`src/hw/rtl/hsu_pkg.sv`:
```
`default_nettype none

package hsu_pkg;

	localparam int SAMPLE_W   = 32;
	localparam int FRAC_W     = 16;
	localparam int WEIGHT_W   = 16;
	localparam int NCOL_CFG_W = 11;
	localparam int ROW_CFG_W  = 10;
	localparam int ROW_OUT_W  = 10;
	localparam int COL_OUT_W  = 10;
	localparam int CFG_IDX_W  = 3;
	localparam int CFG_DATA_W = 16;

	// down + up - 2*old needs two guard bits
	localparam int SUM_W  = SAMPLE_W + 2;
	localparam int PROD_W = SUM_W + WEIGHT_W + 1;
	localparam int ACC_W  = SUM_W + 3;

	localparam int MIN_COLUMNS = 3;

	localparam int OUTQ_DEPTH = 8;
	localparam int OUTQ_AW    = 3;

	// register indexes on the config port
	localparam logic [CFG_IDX_W-1:0] REG_NUM_COLUMNS = 3'd0;
	localparam logic [CFG_IDX_W-1:0] REG_FIRST_ROW   = 3'd1;
	localparam logic [CFG_IDX_W-1:0] REG_LAST_ROW    = 3'd2;
	localparam logic [CFG_IDX_W-1:0] REG_WEIGHT_X    = 3'd3;
	localparam logic [CFG_IDX_W-1:0] REG_WEIGHT_Y    = 3'd4;

	localparam logic [NCOL_CFG_W-1:0] RST_NUM_COLUMNS = 11'd1024;
	localparam logic [ROW_CFG_W-1:0]  RST_FIRST_ROW   = 10'd1;
	localparam logic [ROW_CFG_W-1:0]  RST_LAST_ROW    = 10'd1022;
	// 0.1 in Q0.16
	localparam logic [WEIGHT_W-1:0]   RST_WEIGHT      = 16'd6554;

	typedef logic signed [SAMPLE_W-1:0] sample_t;
	typedef logic signed [SUM_W-1:0]    sum_t;
	typedef logic signed [PROD_W-1:0]   prod_t;
	typedef logic signed [ACC_W-1:0]    acc_t;
	typedef logic [WEIGHT_W-1:0]        weight_t;

	// five-point neighborhood of one cell
	typedef struct packed {
		sample_t old_v;
		sample_t up_v;
		sample_t down_v;
		sample_t left_v;
		sample_t right_v;
	} stencil_t;

	typedef struct packed {
		logic [ROW_OUT_W-1:0] row;
		logic [COL_OUT_W-1:0] col;
	} cell_pos_t;

	typedef struct packed {
		sample_t              new_value;
		logic [ROW_OUT_W-1:0] cell_row;
		logic [COL_OUT_W-1:0] cell_column;
	} result_t;

endpackage

`default_nettype wire

```
`src/hw/rtl/hsu_arith.sv`:
```
`default_nettype none

module hsu_arith (
	input  wire                          clk,
	input  wire                          arst_n,
	input  wire                          emit_s1,
	input  hsu_pkg::stencil_t            taps_s1,
	input  hsu_pkg::cell_pos_t           pos_s1,
	input  wire [hsu_pkg::WEIGHT_W-1:0]  weight_x,
	input  wire [hsu_pkg::WEIGHT_W-1:0]  weight_y,
	output logic                         push,
	output hsu_pkg::result_t             result,
	output logic [1:0]                   pending
);
	import hsu_pkg::*;

	logic      emit_s2, emit_s3;
	sum_t      vert_s2, horz_s2;
	sample_t   old_s2, old_s3;
	cell_pos_t pos_s2, pos_s3;
	prod_t     pv_s3, ph_s3;
	sum_t      twice_old;
	acc_t      acc;
	sample_t   sat;

	assign twice_old = SUM_W'(taps_s1.old_v) <<< 1;

	always_ff @(posedge clk or negedge arst_n) begin
		if (!arst_n) begin
			emit_s2 <= 1'b0;
			emit_s3 <= 1'b0;
		end else begin
			emit_s2 <= emit_s1;
			emit_s3 <= emit_s2;
		end
	end

	always_ff @(posedge clk) begin
		vert_s2 <= SUM_W'(taps_s1.down_v) + SUM_W'(taps_s1.up_v) - twice_old;
		horz_s2 <= SUM_W'(taps_s1.right_v) + SUM_W'(taps_s1.left_v) - twice_old;
		old_s2  <= taps_s1.old_v;
		pos_s2  <= pos_s1;

		pv_s3  <= PROD_W'($signed({1'b0, weight_x})) * PROD_W'(vert_s2);
		ph_s3  <= PROD_W'($signed({1'b0, weight_y})) * PROD_W'(horz_s2);
		old_s3 <= old_s2;
		pos_s3 <= pos_s2;
	end

	// arithmetic shift floors; then clamp to 32 bits
	always_comb begin
		acc = ACC_W'(old_s3) + ACC_W'(pv_s3 >>> FRAC_W) + ACC_W'(ph_s3 >>> FRAC_W);
		if (acc[ACC_W-1:SAMPLE_W-1] == '0 || acc[ACC_W-1:SAMPLE_W-1] == '1) begin
			sat = acc[SAMPLE_W-1:0];
		end else if (acc[ACC_W-1]) begin
			sat = {1'b1, {(SAMPLE_W-1){1'b0}}};
		end else begin
			sat = {1'b0, {(SAMPLE_W-1){1'b1}}};
		end
	end

	assign push    = emit_s3;
	assign result  = '{new_value: sat, cell_row: pos_s3.row, cell_column: pos_s3.col};
	assign pending = 2'(emit_s2) + 2'(emit_s3);

endmodule

`default_nettype wire

```
`config.mk`:
```
export PLATFORM = sky130hd
export DESIGN_NAME = hsu_arith
export DESIGN_NICKNAME = d
export VERILOG_FILES = /design/src/hw/rtl/hsu_pkg.sv /design/src/hw/rtl/hsu_arith.sv
export SDC_FILE = /design/constraint.sdc
export NUM_CORES = 2
export LEC_CHECK = 0
export ABC_AREA = 1
export BUFFER_PORTS_ARGS = -buffer_cell sky130_fd_sc_hd__buf_2
export CAP_MARGIN = 20
export CORE_MARGIN = 10
export CORE_UTILIZATION = 65
export CTS_CLUSTER_SIZE = 10
export DETAILED_ROUTE_END_ITERATION = 16
export PLACE_DENSITY = 0.91
export SKIP_CTS_REPAIR_TIMING = 1
export SLEW_MARGIN = 10
export SYNTH_ARGS = -nofsm -noshare
export SYNTH_HDL_FRONTEND = slang
export SYNTH_SLANG_ARGS = --single-unit
```
`constraint.sdc`:
```
create_clock -name clk -period 14.1 [get_ports clk]
set_clock_uncertainty 0.1 [all_clocks]
set_input_delay 1.41 -clock clk [delete_from_list [all_inputs] [get_ports clk]]
set_output_delay 1.41 -clock clk [all_outputs]
set_load 0.1 [all_outputs]
```
==> summary.txt <==
Clock network
  • Root buffer cell: clkbuf_16
  • Clk sinks: between 200 and 250
  • Total CTS buffers: 34
  • Maximum clock path buffer count: 3
  • CTS tree: built
  • CTS clk-pin slew, worst paths: 0.05 ns
  • H-tree Lvls: 2
  • Clk Latency, worst-skew pair: 0.57 ns

Yosys
  • Area contributors post-synth: fa_1 42%, inv_1 15%, nand2_1 12%, dfxtp_1 9.1%, ha_1 8.0%
  • Syn Inst Count: 6888
  • Compound-Gate Fraction of Synth Area: 5.028%
  • Synth area leader: fa_1
  • Yosys reg bits: approximately 240
  • Seq/Total Area, Yosys: 9.171%
  • Synth top area share: between 40% and 50%
  • Post-synth cell types: between 40 and 50
  • Syn_nets: 8573
  • Adder-Cell Fraction of Synth Area: 50.35%
  • Largest family of logic cells by synthesized area: adder cells
  • Xor/xnor share of the synthesized area: 2.921%
  • Synth async-reset ratio: less than 1%
  • Post-synth EDFFs: 0
  • Avg Cell Area, Syn: ~7.7 sq um
  • Mux cell area share after synthesis: 0%
  • Ys flop type: dfxtp_1
  • Post-Synth Simple-Gate Area: 15.78%
  • Warnings from Yosys: 0
  • Mapped Area: 0.05337 sq mm

Setup path
  • Cell mode on critical path: fa_1
  • Worst path max stage delay: 0.65 ns
  • CP Launch Point: weight_x[9]
  • Slowest-stage cell, CP: buf_2
  • CP Capture Type: flop
  • WP data required: around 14 ns
  • Worst-path fanout max: 34
  • Crit path cell chain: buf_2, nand2_1, fa_1, inv_1, fa_1, fa_1, fa_1, fa_1, inv_1, fa_1, inv_1, ha_1, nand2_1, inv_1, a21oi_1, inv_1, a21oi_1, o21ai_0, a21oi_1, o21ai_0, xor2_1
  • CP Class: primary input to flop
  • R2r startpoint: vert_s2[17]
  • Crit start category: primary input
  • Critical path arrival: 7.69 ns

GRT
  • Remaining Overflow, GRT: 0
  • Number of global-route vias before repair: between 40000 and 50000
  • Total GRT Usage: a little over a third
  • Antenna violations before repair: 17
  • First-pass GRT wire length: roughly 260000 um
  • Largest net degree at the start of global routing: 35

Cells and area
  • Final Core Density: between 60% and 70%
  • Layout cell share with drive strength beyond 1: 4.954%
  • Nets: 8612
  • Fillers: 6325
  • Area Growth Syn to Fin: 5.101%
  • Fin area: 0.05610 sq mm

Timing
  • Fmax: 135.5 MHz
  • Tmin final: 7.383 ns
  • Max-slew headroom: between 20% and 30%
  • Worst-Margin Slew: 1.127 ns
  • Fin. Hold Viols: 0
  • Final slew viol count: 0
  • RSZ-0062 raised after global routing: false
  • Final Cycle Share: 52.36%
  • Setup Total Neg Slack: 0 ns
  • # setup viols final: 0

Run status
  • Status: complete, no violations

Routing
  • Routed Antenna Nets: 0
  • DRC violations left: 0
  • DR vias: 44730
  • Vias per cell: 5.578
  • Total Wirelength: 161000 um
  • Initial detailed-routing violation count: approximately 4000
  • Wire length per cell: 20.08 um
  • Drt first pass iters: 8

Placed design
  • Dpl hpwl: 132600 um
  • Placed cell area: 0.05502 sq mm
  • RePlAce Congestion: approximately 1.1
  • Port bufs: roughly 270

Job
  • Total of max-cap violations: 0

Worst hold path
  • Type of the worst min-delay path: flop to flop
  • Hold path startpoint: old_s2[4]

Floorplanning
  • Core Box Area: 0.08172 sq mm
  • Die boundary height: 306.6 um
  • # rows: 105
  • Die Wd: 306.6 um
  • Boundary Pins: 270
  • Initial Util: 65.32%
  • Die area: 0.09398 sq mm
worst paths after layout:
kind | cells after the start | endpoint | slack [ns]
worst max register to register | 20 | pv_s3[47] | 7.27
min in group asynchronous | 1 | emit_s2 | 0.54
worst min register to register | 0 | old_s3[4] | 0.22
worst min-delay path | 0 | old_s3[4] | 0.22
max in group asynchronous | 1 | push | 13.27
worst max-delay path | 21 | pv_s3[47] | 6.72
kinds of logic after synthesis:
group,Yosys count
adders and majority gates,1470
DFF,244
buffers and inverters,2369
and+or+nand+nor,2153
AOI/OAI and AO/OA,474
xor gates and xnor gates,178
cells in the mapped netlist (all sizes together), types with 30 or more instances:
| cell type | number |
|---|---|
| a21oi | 231 |
| dfxtp | 242 |
| nand2 | 1722 |
| ha | 340 |
| nand3 | 90 |
| o21ai | 108 |
| fa | 1130 |
| a31oi | 36 |
| xnor2 | 63 |
| nor3 | 32 |
| inv | 2100 |
| o21bai | 30 |
| nor2 | 265 |
| clkbuf | 260 |
| xor2 | 115 |
routing by layer:
layer	wire length [um]	share of wire, %	vias up	track usage, %
met3	21680	13	801	11.98
li1	-	-	19560	-
met4	9742	6.0	14	18.64
met2	71100	44	2967	54.12
met1	58430	36	21390	42.74
met5	89	0.055	-	0
metrics by stage:
stage	instances	setup slack, ns	hold slack [ns]
2_1_floorplan	6888	7.232	0.2096
3_3_place_gp	7961	6.451	0.2098
3_5_place_dp	7961	6.333	0.2121
4_1_cts	8014	6.905	0.2184
5_1_grt	8017	6.497	0.2256
6_report	8020	6.717	0.2211
area by class of cell:
cell class | count | area [sq um] | area share [%]
clock buffers | 43 | 934.6 | 1.666
flip-flops and latches | 244 | 4895 | 8.726
clock inverters | 10 | 128.9 | 0.2297
well taps | 1070 | 1339 | 2.387
repair buffers | 270 | 1354 | 2.413
diodes | 6 | 15.01 | 0.02677
inverters | 2102 | 7890 | 14.07
multi-input cells | 4275 | 39540 | 70.49
placed cells by master (no fill, tap or decap), types with 16 or more instances in the layout:
| cell | netlist | routed |
|---|---|---|
| a21o_1 | 29 | 29 |
| o21bai_1 | 30 | 30 |
| xnor2_1 | 63 | 63 |
| nor2_1 | 259 | 259 |
| nor3_1 | 32 | 32 |
| clkbuf_16 | 0 | 34 |
| fa_1 | 1130 | 1130 |
| a21oi_1 | 230 | 230 |
| dfxtp_1 | 242 | 242 |
| inv_1 | 2100 | 2100 |
| nand2_1 | 1711 | 1711 |
| buf_2 | 1 | 269 |
| nand3_1 | 86 | 86 |
| xor2_1 | 115 | 115 |
| ha_1 | 340 | 340 |
| a31oi_1 | 36 | 36 |
| nand4_1 | 16 | 16 |
| o21ai_0 | 106 | 106 |
critical path, delay by kind of cell:
family                   cells  cell delay [ns]
XOR/XNOR                     1             0.19
adder cells (fa/ha/maj)      7             3.39
AND/OR/NAND/NOR              2             0.39
AO/OA/AOI/OAI                5             1.29
buffers and inverters        6             0.96
state kept, by name (all words and copies together), names as in the netlist:
name     flops
emit_s2      1
horz_s2     34
vert_s2     34
ph_s3       35
old_s3      32
push         1
pv_s3       35
pos_s2      20
old_s2      32
result      20
Power is not shown: default switching activity piles up to over one toggle a cycle in this logic, so the estimate is an artifact.
